### config.mk
export PLATFORM = sky130hd
export DESIGN_NAME = arp_cache_responder_top
export DESIGN_NICKNAME = d
export VERILOG_FILES = /design/src/rtl/arpcr_pkg.sv /design/src/rtl/arpcr_cell.sv /design/src/rtl/arpcr_seq.sv /design/src/rtl/arp_cache_responder_top.sv
export VERILOG_INCLUDE_DIRS = /design/src /design/src/rtl
export SDC_FILE = /design/constraint.sdc
export NUM_CORES = 2
export LEC_CHECK = 0
export ABC_CLOCK_PERIOD_IN_PS = 15300
export BUFFER_PORTS_ARGS = -buffer_cell sky130_fd_sc_hd__buf_2
export CAP_MARGIN = 30
export CELL_PAD_IN_SITES_DETAIL_PLACEMENT = 1
export CELL_PAD_IN_SITES_GLOBAL_PLACEMENT = 2
export CORE_ASPECT_RATIO = 1.75
export CORE_MARGIN = 1.5
export CORE_UTILIZATION = 35
export CTS_CLUSTER_SIZE = 20
export DETAILED_ROUTE_END_ITERATION = 16
export PLACE_DENSITY = 0.76
export SLEW_MARGIN = 20
export SYNTH_ARGS = -nofsm -noshare
export SYNTH_HDL_FRONTEND = slang
export SYNTH_SLANG_ARGS = --single-unit
### constraint.sdc
create_clock -name i_clk -period 15.3 [get_ports i_clk]
set_input_delay 3.06 -clock i_clk [delete_from_list [all_inputs] [get_ports i_clk]]
set_output_delay 3.06 -clock i_clk [all_outputs]
set_load 0.01 [all_outputs]
### src/rtl/arp_cache_responder_top_defines.svh
// Assertion macros shared by the ARP cache responder RTL.
`ifndef ARP_CACHE_RESPONDER_TOP_DEFINES_SVH
`define ARP_CACHE_RESPONDER_TOP_DEFINES_SVH

// Property checked at every clock edge outside reset.
`define ARPCR_ASSERT(name, prop, msg) \
    name: assert property (@(posedge i_clk) disable iff (!i_rst_n) prop) \
        else $error(msg);

// Condition in one cycle implies a consequence in the next cycle.
`define ARPCR_ASSERT_NEXT(name, ante, cons, msg) \
    name: assert property (@(posedge i_clk) disable iff (!i_rst_n) (ante) |=> (cons)) \
        else $error(msg);

`endif

### src/rtl/arpcr_pkg.sv
// Types and constants of the ARP cache responder.
package arpcr_pkg;

    localparam int MAC_W  = 48;
    localparam int IP_W   = 32;
    localparam int HALF_W = 16;
    localparam int CFG_IDX_W = 1;

    localparam logic [1:0] FUNC_PKT     = 2'd0;
    localparam logic [1:0] FUNC_RESOLVE = 2'd1;
    localparam logic [1:0] FUNC_REMOVE  = 2'd2;

    localparam logic [HALF_W-1:0] HW_ETHERNET = 16'h0001;
    localparam logic [HALF_W-1:0] PROTO_IPV4  = 16'h0800;
    localparam logic [HALF_W-1:0] OP_REQUEST  = 16'h0001;
    localparam logic [HALF_W-1:0] OP_REPLY    = 16'h0002;

    localparam logic [1:0] OPER_NONE    = 2'd0;
    localparam logic [1:0] OPER_REQUEST = 2'd1;
    localparam logic [1:0] OPER_REPLY   = 2'd2;

    localparam logic [MAC_W-1:0] BCAST_MAC = {MAC_W{1'b1}};

    localparam logic [CFG_IDX_W-1:0] CFG_OWN_MAC = 1'd0;
    localparam logic [CFG_IDX_W-1:0] CFG_OWN_IP  = 1'd1;

    typedef enum logic [2:0] {
        ACT_LEARNED     = 3'd0,
        ACT_BAD_HW      = 3'd1,
        ACT_BAD_PROTO   = 3'd2,
        ACT_BAD_OP      = 3'd3,
        ACT_SEND_REPLY  = 3'd4,
        ACT_SEND_REQ    = 3'd5,
        ACT_RESOLVE_HIT = 3'd6,
        ACT_REMOVED     = 3'd7
    } t_action;

    typedef enum logic [1:0] {
        K_SEARCH = 2'd0,
        K_UPDATE = 2'd1,
        K_FILL   = 2'd2,
        K_REMOVE = 2'd3
    } t_kind;

    typedef struct packed {
        t_kind             kind;
        logic [IP_W-1:0]   ip;
        logic [MAC_W-1:0]  mac;
        logic              done;
        logic [MAC_W-1:0]  hit_mac;
    } t_tok;

    typedef struct packed {
        t_action           action;
        logic [MAC_W-1:0]  dest_mac;
        logic [1:0]        oper;
        logic [MAC_W-1:0]  s_mac;
        logic [IP_W-1:0]   s_ip;
        logic [MAC_W-1:0]  t_mac;
        logic [IP_W-1:0]   t_ip;
    } t_res;

endpackage

### src/rtl/arpcr_cell.sv
// One cache entry of the lookup chain, acting on the command item passing by.
`include "arp_cache_responder_top_defines.svh"

module arpcr_cell (
    input  logic              i_clk,
    input  logic              i_rst_n,
    input  logic              i_tok_valid,
    input  arpcr_pkg::t_tok   i_tok,
    output logic              o_tok_valid,
    output arpcr_pkg::t_tok   o_tok
);

    logic                          r_valid;
    logic [arpcr_pkg::IP_W-1:0]    r_ip;
    logic [arpcr_pkg::MAC_W-1:0]   r_mac;
    logic                          r_tok_valid;
    arpcr_pkg::t_tok               r_tok;
    logic                          match;
    logic                          take;
    arpcr_pkg::t_tok               n_tok;

    assign match = r_valid && (r_ip == i_tok.ip);

    always_comb begin
        unique case (i_tok.kind)
            arpcr_pkg::K_FILL: take = i_tok_valid && !i_tok.done && !r_valid;
            default:           take = i_tok_valid && !i_tok.done && match;
        endcase
        n_tok = i_tok;
        if (take) begin
            n_tok.done = 1'b1;
            if (i_tok.kind == arpcr_pkg::K_SEARCH) begin
                n_tok.hit_mac = r_mac;
            end
        end
    end

    always_ff @(posedge i_clk) begin
        if (!i_rst_n) begin
            r_valid     <= 1'b0;
            r_tok_valid <= 1'b0;
        end else begin
            r_tok_valid <= i_tok_valid;
            if (take) begin
                unique case (i_tok.kind)
                    arpcr_pkg::K_SEARCH: r_valid <= r_valid;
                    arpcr_pkg::K_UPDATE: r_valid <= r_valid;
                    arpcr_pkg::K_FILL:   r_valid <= 1'b1;
                    arpcr_pkg::K_REMOVE: r_valid <= 1'b0;
                endcase
            end
        end
    end

    always_ff @(posedge i_clk) begin
        r_tok <= n_tok;
        if (take && (i_tok.kind == arpcr_pkg::K_FILL)) begin
            r_ip <= i_tok.ip;
        end
        if (take && ((i_tok.kind == arpcr_pkg::K_FILL) ||
                     (i_tok.kind == arpcr_pkg::K_UPDATE))) begin
            r_mac <= i_tok.mac;
        end
    end

    assign o_tok_valid = r_tok_valid;
    assign o_tok       = r_tok;

    `ARPCR_ASSERT(a_cell_valid_follows, o_tok_valid |-> $past(i_tok_valid), "Item left a cell without entering it.")
    `ARPCR_ASSERT_NEXT(a_cell_done_sticks, i_tok_valid && i_tok.done, o_tok.done, "A finished command was reopened.")

endmodule

### src/rtl/arpcr_seq.sv
// Sequencer: takes items, runs search and write passes down the chain, builds results.
`include "arp_cache_responder_top_defines.svh"

module arpcr_seq (
    input  logic                                i_clk,
    input  logic                                i_rst_n,
    input  logic                                i_in_valid,
    output logic                                o_in_stall,
    input  logic [1:0]                          i_func,
    input  logic [arpcr_pkg::HALF_W-1:0]        i_hw_type,
    input  logic [arpcr_pkg::HALF_W-1:0]        i_proto_type,
    input  logic [arpcr_pkg::HALF_W-1:0]        i_operation,
    input  logic [arpcr_pkg::MAC_W-1:0]         i_sender_mac,
    input  logic [arpcr_pkg::IP_W-1:0]          i_sender_ip,
    input  logic [arpcr_pkg::MAC_W-1:0]         i_target_mac,
    input  logic [arpcr_pkg::IP_W-1:0]          i_target_ip,
    input  logic                                i_cfg_valid,
    output logic                                o_cfg_ready,
    input  logic [arpcr_pkg::CFG_IDX_W-1:0]     i_cfg_index,
    input  logic [arpcr_pkg::MAC_W-1:0]         i_cfg_data,
    output logic                                o_head_valid,
    output arpcr_pkg::t_tok                     o_head,
    input  logic                                i_tail_valid,
    input  arpcr_pkg::t_tok                     i_tail,
    output logic                                o_out_valid,
    input  logic                                i_out_stall,
    output arpcr_pkg::t_res                     o_res
);

    typedef enum logic [2:0] {
        ST_IDLE = 3'b001,
        ST_RUN  = 3'b010,
        ST_EMIT = 3'b100
    } t_state;

    typedef enum logic [5:0] {
        STEP_LS_SRCH  = 6'b000001,
        STEP_LS_WR    = 6'b000010,
        STEP_LT_SRCH  = 6'b000100,
        STEP_LT_WR    = 6'b001000,
        STEP_TGT_SRCH = 6'b010000,
        STEP_REMOVE   = 6'b100000
    } t_step;

    t_state                        r_state, n_state;
    t_step                         r_step, n_step;
    logic                          r_launch, n_launch;
    logic                          r_wr_upd, n_wr_upd;
    logic                          r_out_valid, n_out_valid;
    arpcr_pkg::t_res               r_res, n_res;
    arpcr_pkg::t_res               r_out, n_out;
    logic [1:0]                    r_func;
    logic                          r_is_req;
    logic [arpcr_pkg::MAC_W-1:0]   r_smac, r_tmac;
    logic [arpcr_pkg::IP_W-1:0]    r_sip, r_tip;
    logic [arpcr_pkg::MAC_W-1:0]   r_own_mac;
    logic [arpcr_pkg::IP_W-1:0]    r_own_ip;
    logic                          in_acc;
    logic                          out_free;

    assign o_in_stall  = (r_state != ST_IDLE);
    assign in_acc      = i_in_valid && !o_in_stall;
    assign out_free    = !r_out_valid || !i_out_stall;
    assign o_cfg_ready = 1'b1;

    always_comb begin
        o_head.done    = 1'b0;
        o_head.hit_mac = '0;
        unique case (r_step)
            STEP_LS_SRCH: begin
                o_head.kind = arpcr_pkg::K_SEARCH;
                o_head.ip   = r_sip;
                o_head.mac  = r_smac;
            end
            STEP_LS_WR: begin
                o_head.kind = r_wr_upd ? arpcr_pkg::K_UPDATE : arpcr_pkg::K_FILL;
                o_head.ip   = r_sip;
                o_head.mac  = r_smac;
            end
            STEP_LT_SRCH: begin
                o_head.kind = arpcr_pkg::K_SEARCH;
                o_head.ip   = r_tip;
                o_head.mac  = r_tmac;
            end
            STEP_LT_WR: begin
                o_head.kind = r_wr_upd ? arpcr_pkg::K_UPDATE : arpcr_pkg::K_FILL;
                o_head.ip   = r_tip;
                o_head.mac  = r_tmac;
            end
            STEP_TGT_SRCH: begin
                o_head.kind = arpcr_pkg::K_SEARCH;
                o_head.ip   = r_tip;
                o_head.mac  = r_tmac;
            end
            default: begin
                o_head.kind = arpcr_pkg::K_REMOVE;
                o_head.ip   = r_tip;
                o_head.mac  = r_tmac;
            end
        endcase
    end
    assign o_head_valid = r_launch;

    always_comb begin
        n_state     = r_state;
        n_step      = r_step;
        n_launch    = 1'b0;
        n_wr_upd    = r_wr_upd;
        n_res       = r_res;
        n_out       = r_out;
        n_out_valid = r_out_valid && i_out_stall;
        unique case (r_state)
            ST_IDLE: begin
                if (in_acc) begin
                    n_res = '0;
                    priority if (i_func == arpcr_pkg::FUNC_PKT) begin
                        priority if (i_hw_type != arpcr_pkg::HW_ETHERNET) begin
                            n_res.action = arpcr_pkg::ACT_BAD_HW;
                            n_state      = ST_EMIT;
                        end else if (i_proto_type != arpcr_pkg::PROTO_IPV4) begin
                            n_res.action = arpcr_pkg::ACT_BAD_PROTO;
                            n_state      = ST_EMIT;
                        end else if ((i_operation == arpcr_pkg::OP_REQUEST) ||
                                     (i_operation == arpcr_pkg::OP_REPLY)) begin
                            n_step   = STEP_LS_SRCH;
                            n_launch = 1'b1;
                            n_state  = ST_RUN;
                        end else begin
                            n_res.action = arpcr_pkg::ACT_BAD_OP;
                            n_state      = ST_EMIT;
                        end
                    end else if (i_func == arpcr_pkg::FUNC_RESOLVE) begin
                        n_step   = STEP_TGT_SRCH;
                        n_launch = 1'b1;
                        n_state  = ST_RUN;
                    end else if (i_func == arpcr_pkg::FUNC_REMOVE) begin
                        n_step   = STEP_REMOVE;
                        n_launch = 1'b1;
                        n_state  = ST_RUN;
                    end else begin
                        n_state = ST_IDLE;
                    end
                end
            end
            ST_RUN: begin
                if (i_tail_valid) begin
                    n_res = '0;
                    unique case (r_step)
                        STEP_LS_SRCH: begin
                            n_step   = STEP_LS_WR;
                            n_wr_upd = i_tail.done;
                            n_launch = 1'b1;
                        end
                        STEP_LS_WR: begin
                            priority if (r_is_req) begin
                                n_step   = STEP_TGT_SRCH;
                                n_launch = 1'b1;
                            end else if (r_tmac != arpcr_pkg::BCAST_MAC) begin
                                n_step   = STEP_LT_SRCH;
                                n_launch = 1'b1;
                            end else begin
                                n_res.action = arpcr_pkg::ACT_LEARNED;
                                n_state      = ST_EMIT;
                            end
                        end
                        STEP_LT_SRCH: begin
                            n_step   = STEP_LT_WR;
                            n_wr_upd = i_tail.done;
                            n_launch = 1'b1;
                        end
                        STEP_LT_WR: begin
                            n_res.action = arpcr_pkg::ACT_LEARNED;
                            n_state      = ST_EMIT;
                        end
                        STEP_TGT_SRCH: begin
                            n_state = ST_EMIT;
                            priority if (r_func == arpcr_pkg::FUNC_RESOLVE) begin
                                if (i_tail.done) begin
                                    n_res.action   = arpcr_pkg::ACT_RESOLVE_HIT;
                                    n_res.dest_mac = i_tail.hit_mac;
                                end else begin
                                    n_res.action   = arpcr_pkg::ACT_SEND_REQ;
                                    n_res.dest_mac = arpcr_pkg::BCAST_MAC;
                                    n_res.oper     = arpcr_pkg::OPER_REQUEST;
                                    n_res.s_mac    = r_own_mac;
                                    n_res.s_ip     = r_own_ip;
                                    n_res.t_ip     = r_tip;
                                end
                            end else if (i_tail.done) begin
                                n_res.action   = arpcr_pkg::ACT_SEND_REPLY;
                                n_res.dest_mac = r_smac;
                                n_res.oper     = arpcr_pkg::OPER_REPLY;
                                n_res.s_mac    = r_own_mac;
                                n_res.s_ip     = r_tip;
                                n_res.t_mac    = r_smac;
                                n_res.t_ip     = r_sip;
                            end else begin
                                n_res.action = arpcr_pkg::ACT_LEARNED;
                            end
                        end
                        default: begin
                            n_res.action = arpcr_pkg::ACT_REMOVED;
                            n_state      = ST_EMIT;
                        end
                    endcase
                end
            end
            default: begin
                if (out_free) begin
                    n_out       = r_res;
                    n_out_valid = 1'b1;
                    n_state     = ST_IDLE;
                end
            end
        endcase
    end

    always_ff @(posedge i_clk) begin
        if (!i_rst_n) begin
            r_state     <= ST_IDLE;
            r_step      <= STEP_LS_SRCH;
            r_launch    <= 1'b0;
            r_out_valid <= 1'b0;
            r_own_mac   <= '0;
            r_own_ip    <= '0;
        end else begin
            r_state     <= n_state;
            r_step      <= n_step;
            r_launch    <= n_launch;
            r_out_valid <= n_out_valid;
            if (i_cfg_valid && o_cfg_ready) begin
                unique case (i_cfg_index)
                    arpcr_pkg::CFG_OWN_MAC: r_own_mac <= i_cfg_data;
                    default:                r_own_ip  <= i_cfg_data[arpcr_pkg::IP_W-1:0];
                endcase
            end
        end
    end

    always_ff @(posedge i_clk) begin
        r_wr_upd <= n_wr_upd;
        r_res    <= n_res;
        r_out    <= n_out;
        if (in_acc) begin
            r_func   <= i_func;
            r_is_req <= (i_operation == arpcr_pkg::OP_REQUEST);
            r_smac   <= i_sender_mac;
            r_sip    <= i_sender_ip;
            r_tmac   <= i_target_mac;
            r_tip    <= i_target_ip;
        end
    end

    assign o_out_valid = r_out_valid;
    assign o_res       = r_out;

    `ARPCR_ASSERT(a_launch_in_run, r_launch |-> (r_state == ST_RUN), "Command launched outside a run.")
    `ARPCR_ASSERT(a_one_in_flight, i_tail_valid |-> !r_launch, "Two commands in the chain at once.")
    `ARPCR_ASSERT_NEXT(a_tail_advances, i_tail_valid, (r_state != ST_RUN) || r_launch, "Run stalled after a pass ended.")

endmodule

### src/rtl/arp_cache_responder_top.sv
// Top level of the ARP cache responder: sequencer and a chain of cache entry cells.
//
//   Channel  Direction  Handshake                  Payload
//   in       input      i_in_valid / o_in_stall    i_func .. i_target_ip
//   out      output     o_out_valid / i_out_stall  o_action .. o_out_target_ip
//   cfg      input      i_cfg_valid / o_cfg_ready  i_cfg_index, i_cfg_data
//
// Each cache lookup or write is one pass of a command down the chain. An item
// needs one pass (resolve, remove), three (request) or two or four (reply);
// a packet rejected for its hardware type, protocol type or operation needs none.
// One item is worked on at a time; the next is taken while a result waits.
// Reset is synchronous and clears all cache entries at once.
module arp_cache_responder_top #(
    parameter int CACHE_ENTRIES = 16
) (
    input  logic                                i_clk,
    input  logic                                i_rst_n,
    input  logic                                i_in_valid,
    output logic                                o_in_stall,
    input  logic [1:0]                          i_func,
    input  logic [15:0]                         i_hw_type,
    input  logic [15:0]                         i_proto_type,
    input  logic [15:0]                         i_operation,
    input  logic [47:0]                         i_sender_mac,
    input  logic [31:0]                         i_sender_ip,
    input  logic [47:0]                         i_target_mac,
    input  logic [31:0]                         i_target_ip,
    output logic                                o_out_valid,
    input  logic                                i_out_stall,
    output logic [2:0]                          o_action,
    output logic [47:0]                         o_dest_mac,
    output logic [1:0]                          o_out_operation,
    output logic [47:0]                         o_out_sender_mac,
    output logic [31:0]                         o_out_sender_ip,
    output logic [47:0]                         o_out_target_mac,
    output logic [31:0]                         o_out_target_ip,
    input  logic                                i_cfg_valid,
    output logic                                o_cfg_ready,
    input  logic [arpcr_pkg::CFG_IDX_W-1:0]     i_cfg_index,
    input  logic [47:0]                         i_cfg_data
);

    logic              tok_valid [CACHE_ENTRIES+1];
    arpcr_pkg::t_tok   tok       [CACHE_ENTRIES+1];
    arpcr_pkg::t_res   res;

    arpcr_seq u_seq (
        .i_clk        (i_clk),
        .i_rst_n      (i_rst_n),
        .i_in_valid   (i_in_valid),
        .o_in_stall   (o_in_stall),
        .i_func       (i_func),
        .i_hw_type    (i_hw_type),
        .i_proto_type (i_proto_type),
        .i_operation  (i_operation),
        .i_sender_mac (i_sender_mac),
        .i_sender_ip  (i_sender_ip),
        .i_target_mac (i_target_mac),
        .i_target_ip  (i_target_ip),
        .i_cfg_valid  (i_cfg_valid),
        .o_cfg_ready  (o_cfg_ready),
        .i_cfg_index  (i_cfg_index),
        .i_cfg_data   (i_cfg_data),
        .o_head_valid (tok_valid[0]),
        .o_head       (tok[0]),
        .i_tail_valid (tok_valid[CACHE_ENTRIES]),
        .i_tail       (tok[CACHE_ENTRIES]),
        .o_out_valid  (o_out_valid),
        .i_out_stall  (i_out_stall),
        .o_res        (res)
    );

    for (genvar g = 0; g < CACHE_ENTRIES; g++) begin : g_cell
        arpcr_cell u_cell (
            .i_clk       (i_clk),
            .i_rst_n     (i_rst_n),
            .i_tok_valid (tok_valid[g]),
            .i_tok       (tok[g]),
            .o_tok_valid (tok_valid[g+1]),
            .o_tok       (tok[g+1])
        );
    end

    assign o_action         = res.action;
    assign o_dest_mac       = res.dest_mac;
    assign o_out_operation  = res.oper;
    assign o_out_sender_mac = res.s_mac;
    assign o_out_sender_ip  = res.s_ip;
    assign o_out_target_mac = res.t_mac;
    assign o_out_target_ip  = res.t_ip;

endmodule
---- Yosys cells after proc, flatten, opt, wreduce, memory -nomap -nowiden ----
Cells that the tools add are included.
Widths: inputs -> output; s select.
storage, ports and cells
  output and inout port bits .............. 216
  bits in writable memories ............... 0
  memories ................................ 0
  bits in registers ....................... 4,007
  bits in read-only memories .............. 0
  bits in latches ......................... 0
cells by class
  bitwise operators ....................... 18
  reductions and logical operators ........ 212
  order comparisons ....................... 0
  multiplexer cells ....................... 122
  divide/modulo/power cells ............... 0
  shifts and indexed selects .............. 0
  equality and inequality tests ........... 91
  multipliers ............................. 0
  add/sub/neg operators ................... 0
operators by type and width
  cell                  number
  $mux 48               32
  $eq 32x32->1          16
  $mux 213              2
  $pmux 213 s2          1
  $mux 210              2
  $pmux 82 s4           1
  $mux 133              1
  $logic_and 1x1->1     97
  $mux 81               1
  $eq 2x2->1 const B    33
  $mux 32               2
  $mux 6                10
  $mux 50               1
  $mux 49               1
  $ne 48x48->1 const B  1
  $mux 3                14
  $reduce_and 2->1      20
  $reduce_or 2->1       19
  $eq 2x1->1 const B    18
  $pmux 1 s2            18
  $logic_not 1->1       34
  $logic_not 2->1       17
  $mux 1                28
  $logic_or 1x1->1      18
  29 further kinds      56

---- Logic depth before layout (Yosys ltp) ----
  depth after elaboration ................. 8
  mapped depth ............................ 16

---- Cells and area by module ----
A second synthesis with hierarchy kept.
second synthesis, totals
  cell total of the unflattened synthesis .. 6,969
  area, all modules ....................... 125,401.5 um^2
modules (own cells, without submodules)
  module      cells each  times used  area an instance (um^2)
  arpcr_cell  335         16          6,256.0
  arpcr_seq   1,609       1           25,305.5

---- Least setup slack after synthesis ----
Ideal clock, no wire load.
  kind .................................... input to register
  start point ............................. input port i_in_valid
  end point ............................... register u_seq.r_step[5]
  setup time .............................. 71 ps
  arrival time ............................ 16,071 ps
  path slack .............................. -841 ps
  required time ........................... 15,229 ps
  buffers on the path ..................... 0
  cell stages on the path ................. 5
  cell sequence ........................... o22ai_1 nor2_1 o311ai_0 or3_1 a21oi_1
on the way
  longest elaborated chain between the ends .. 3
ends and longest elaborated chain
  item                        RTL line                       source
  start, declared             arp_cache_responder_top.sv:18  input logic i_in_valid,
  $logic_and 1x1->1           arpcr_seq.sv:62                assign in_acc = i_in_valid && !o_in_stall;
  $ne 2x1->1 (no line)        n/a
  $reduce_and 9->1 (no line)  n/a
  end signal, assigned        arpcr_seq.sv:228               r_step <= n_step;
  end, declared               arpcr_seq.sv:46                t_step r_step, n_step;
Every way passes these cells.
A chain may end at the register's enable or synchronous reset.

---- Worst setup path in the final report ----
  start point ............................. register u_seq.r_state[1]
  end point ............................... output port o_in_stall
on the way
  longest elaborated chain between the ends .. 1
ends and longest elaborated chain
  item                    RTL line                       source
  start, declared         arpcr_seq.sv:45                t_state r_state, n_state;
  start signal, assigned  arpcr_seq.sv:227               r_state <= n_state;
  $ne 3x1->1              arpcr_seq.sv:61                assign o_in_stall = (r_state != ST_IDLE);
  end, declared           arp_cache_responder_top.sv:19  output logic o_in_stall,
Every way passes these cells.

==> results.md <==
- First-iteration detailed-routing DRC count: between 2,000 and 3,000
- Largest net degree at the start of global routing: around 150
- R2R Path Start: u_seq.r_step[2]
- Share of post-route cells with drive strength above 1: 23.73%
- CTS root buffer: clkbuf_16
- Max IR drop VDD: 0.1199 mV
- Drc violations: 0
- Distinct cells, synth: 70
- Simple-Gate Fraction of Synth Area: under 10%
- Sequential share of power: 59.9%
- Final Slew Violations: 0
- Final Skew: between 0.06 and 0.07 ns
- Finished Core Util: roughly 40%
- Sum Neg Setup Slack: 0 ns
- CTS clock-pin slew for the worst setup and hold paths: 0.07 ns
- Critical path arrival: around 2.2 ns
- Clock sink count: 4,007
- Die height: 781.0 microns
- Die Span X: between 400 and 500 microns
- IO buf count: 478
- Vias per cell: 4.542
- Slew margin rel.: 29.97%
- Reg-to-reg setup timing slack: approximately 11 ns
- Worst-skew pair later-pin latency: 0.91 ns
- Post-Syn Area: 121,000 sq um
- Worst-case reg-to-reg path depth: 15
- ANT nets after route: 0
- Seq/Total Area, Yosys: 81.74%
- Crit-path max FO: 5
- Max Cap Viol: 0
- Switching Share: 25.10%
- Crit path required time: ~12 ns
- Syn. warnings: 0
- Clock power share: about 33%
- Gate power share: under 10%
- Pwr dens: 183.2 nW/um^2
- Post-Place Cells: between 10,000 and 15,000
- RSZ-0062 raised after global routing: false
- Core footprint: 344,100 sq um
- Initial antenna violation count: 53
- Hpwl dp: 201,700 microns
- Syn-to-layout area delta: 16.02%
- CTS tree: built
- Final Hold Fails: 0
- Grt total ovfl: 0
- Cts hold-fix bufs: 0
- Full die area: 349,500 sq um
- Crit start category: register
- Synth Area in Compound Gates: 2.032%
- NetSw: 6.459 mW
- Setup crit end: o_in_stall
- Synth Register Bits: 4,007
- Post-cts resize count: 0
- Synth Area in XOR/XNOR: 3.618%
- Ratio of final minimum period to clock period: 34.26%
- Predominant post-synthesis flop cell: dfxtp_1
- Wire length per cell: between 20 and 25 microns
- Syn Area/Cell: 17.45 sq um
- Actual slew at the worst max-slew pin: about 1.1 ns
- Ports: 480
- Max Fclk: 190.8 MHz
- Hold crit path type: register to register
- Final setup viols: 0
- Outcome: finished, final reports clean
- Nets: 7,974
- Setup bufs post-CTS: 0
- Post-Syn Instances: between 6,000 and 7,000
- Initial Utilization: 35.18%
- Pre-Repair DR Iteration Count: 5
- Clock Tree Buf Depth: 4
- Final std cells w/o fill: around 13,000
- Mux contribution to synthesized area: slightly below 7%
- Gpl congestion: 0.8849
- Global-route wire length before repair: 419,100 microns
- FP Rows: 285
- Global Route Usage Sum: 16.17%
- Inserted Clock Buffers: 327
- Largest family of logic cells by synthesized area: multiplexers
- Post-synth ARST share: 0%
- Net Count, Synth: 7,269
- Final Critical Period: roughly 5.2 ns
- DR vias: 56,890
- H-tree depth: 5
- CP Capture Type: output pin
- Post-Synth Adder-Cell Area: 0.7029%
- Vias in the first global route: 63,400
- FF-to-FF End: g_cell[0].u_cell.r_mac[27]
- EDFF count, synth: 1,870
- Crit. Startpoint: u_seq.r_state[1]
- Worst Path Class, Setup: register to output pin
- Total routed wirelength: 285,400 microns
- LEAKAGE: 52.78 nW
- Total internal power: 19.27 mW
final cells by class:
class                      instances  area (sq um)
clock buffer                     444          9294
timing repair buffer             565          3107
inverter                          70         265.3
multi-input combinational       2671         21410
fill                           33740        203700
antenna                           21         52.55
tap                             4592          5746
clock inverter                   157          1630
sequential                      4007         98930
registers in the layout (all words and copies together) (netlist names), 48 cells and up:
register and cells:
g_cell.u_cell.r_ip 512, g_cell.u_cell.r_mac 768, g_cell.u_cell.o_tok 2014, u_seq.r_tmac 48, u_seq.r_res 213, u_seq.r_own_mac 48, u_seq.o_res 213, u_seq.r_smac 48
logic make-up (layout without fill, tap and decap cells):
logic type               count (synthesis)  after routing
adder cells (fa/ha/maj)                 68             68
XOR/XNOR                               500            500
buffers and inverters                  259           1236
flip-flops                            4007           4007
AO/OA/AOI/OAI                          385            385
other                                    1             22
AND/OR/NAND/NOR                        991            991
multiplexers                           726            726
critical path: stages, from the launching register on:
cell	delay [ns]
dfxtp_1	0.34
nand2b_1	0.17
nor2_1	0.27
inv_1	0.19
buf_2	0.31
power by group through the flow:
stage               sequential, mW  clock (mW)  combinational [mW]
finish                        15.4        8.49                1.83
global route                  15.7        9.10                2.01
CTS                           15.5        8.71                1.87
detailed placement            15.7           0                1.85
global placement              15.5           0                1.78
floorplan                     15.1           0                1.02
cells in the mapped netlist (4+ instances only):
master / number / area share [%]
and2_1: 131 / 0.68
o21ai_0: 70 / 0.29
dfxtp_1: 2137 / 35
clkbuf_1: 139 / 0.43
nor2b_1: 33 / 0.17
buf_1: 23 / 0.071
edfxtp_1: 1870 / 46
a2111oi_0: 7 / 0.051
nand2b_1: 8 / 0.041
o311ai_0: 4 / 0.029
nand3_1: 29 / 0.12
ha_1: 68 / 0.70
o21ai_1: 5 / 0.021
and3_1: 5 / 0.026
or3_1: 5 / 0.026
nor4b_1: 4 / 0.029
nor2_1: 39 / 0.12
xnor2_1: 137 / 0.99
nor4_1: 106 / 0.55
nor4bb_1: 22 / 0.18
a311oi_1: 14 / 0.10
a22o_1: 64 / 0.46
a21o_1: 13 / 0.081
mux2_2: 724 / 6.7
nand4_1: 63 / 0.33
buf_6: 9 / 0.084
nor3_1: 22 / 0.091
or4_1: 5 / 0.031
a21oi_1: 163 / 0.67
or2_2: 14 / 0.072
xor2_1: 363 / 2.6
inv_1: 69 / 0.21
nand2_1: 444 / 1.4
o22ai_1: 5 / 0.026
nand3b_1: 4 / 0.025
buf_2: 17 / 0.070
and3b_1: 48 / 0.35
how the worst min path moves through the flow:
| stage | to | cells after the start | slack [ns] | startpoint |
|---|---|---|---|---|
| 2_1_floorplan | g_cell[10].u_cell.o_tok[49] | 0 | 0.33 | g_cell[9].u_cell.o_tok[49] |
| 3_5_place_dp | g_cell[13].u_cell.o_tok[60] | 0 | 0.33 | g_cell[12].u_cell.o_tok[60] |
| 6_report | g_cell[9].u_cell.o_tok[53] | 0 | 0.34 | g_cell[8].u_cell.o_tok[53] |
| 5_1_grt | g_cell[2].u_cell.o_tok[57] | 0 | 0.34 | g_cell[1].u_cell.o_tok[57] |
| 4_1_cts | g_cell[10].u_cell.o_tok[96] | 0 | 0.33 | g_cell[9].u_cell.o_tok[96] |
| 3_3_place_gp | g_cell[14].u_cell.o_tok[80] | 0 | 0.33 | g_cell[13].u_cell.o_tok[80] |
through the flow:
stage	worst slack, ns	instance area, sq um	total power, mW	hold slack [ns]
2_1_floorplan	1.397	121000	16.10	0.3265
3_3_place_gp	8.942	129400	17.28	0.3275
3_5_place_dp	8.867	129400	17.54	0.3340
4_1_cts	9.834	140300	26.06	0.3305
5_1_grt	9.927	140400	26.77	0.3441
6_report	10.06	140400	25.73	0.3359
per-layer routing:
metal,routed length [microns],up-vias,global-route usage (%),share of wire [%]
met3,16240,574,3.742,5.7
met2,150300,1337,29.82,53
met1,101900,28800,16.72,36
li1,-,26170,-,-
met4,16940,12,8.695,5.9
met5,69,-,0,0.024
placed cells by master, fill, tap and decap left out, types with 37 or more instances in the layout:
master        n
a21oi_1     162
buf_2       478
clkbuf_16   341
and2_1      116
nand4_1      63
and3b_1      48
edfxtp_1   1870
xnor2_1     137
mux2_2      724
clkbuf_1     65
o21ai_0      68
buf_4        80
dfxtp_1    2137
clkinv_2     60
nor4_1      105
nand2_1     431
a22o_1       64
xor2_1      363
clkbuf_8     37
ha_1         68
inv_1        68
Note: power is estimated with default switching activity, not from simulation.
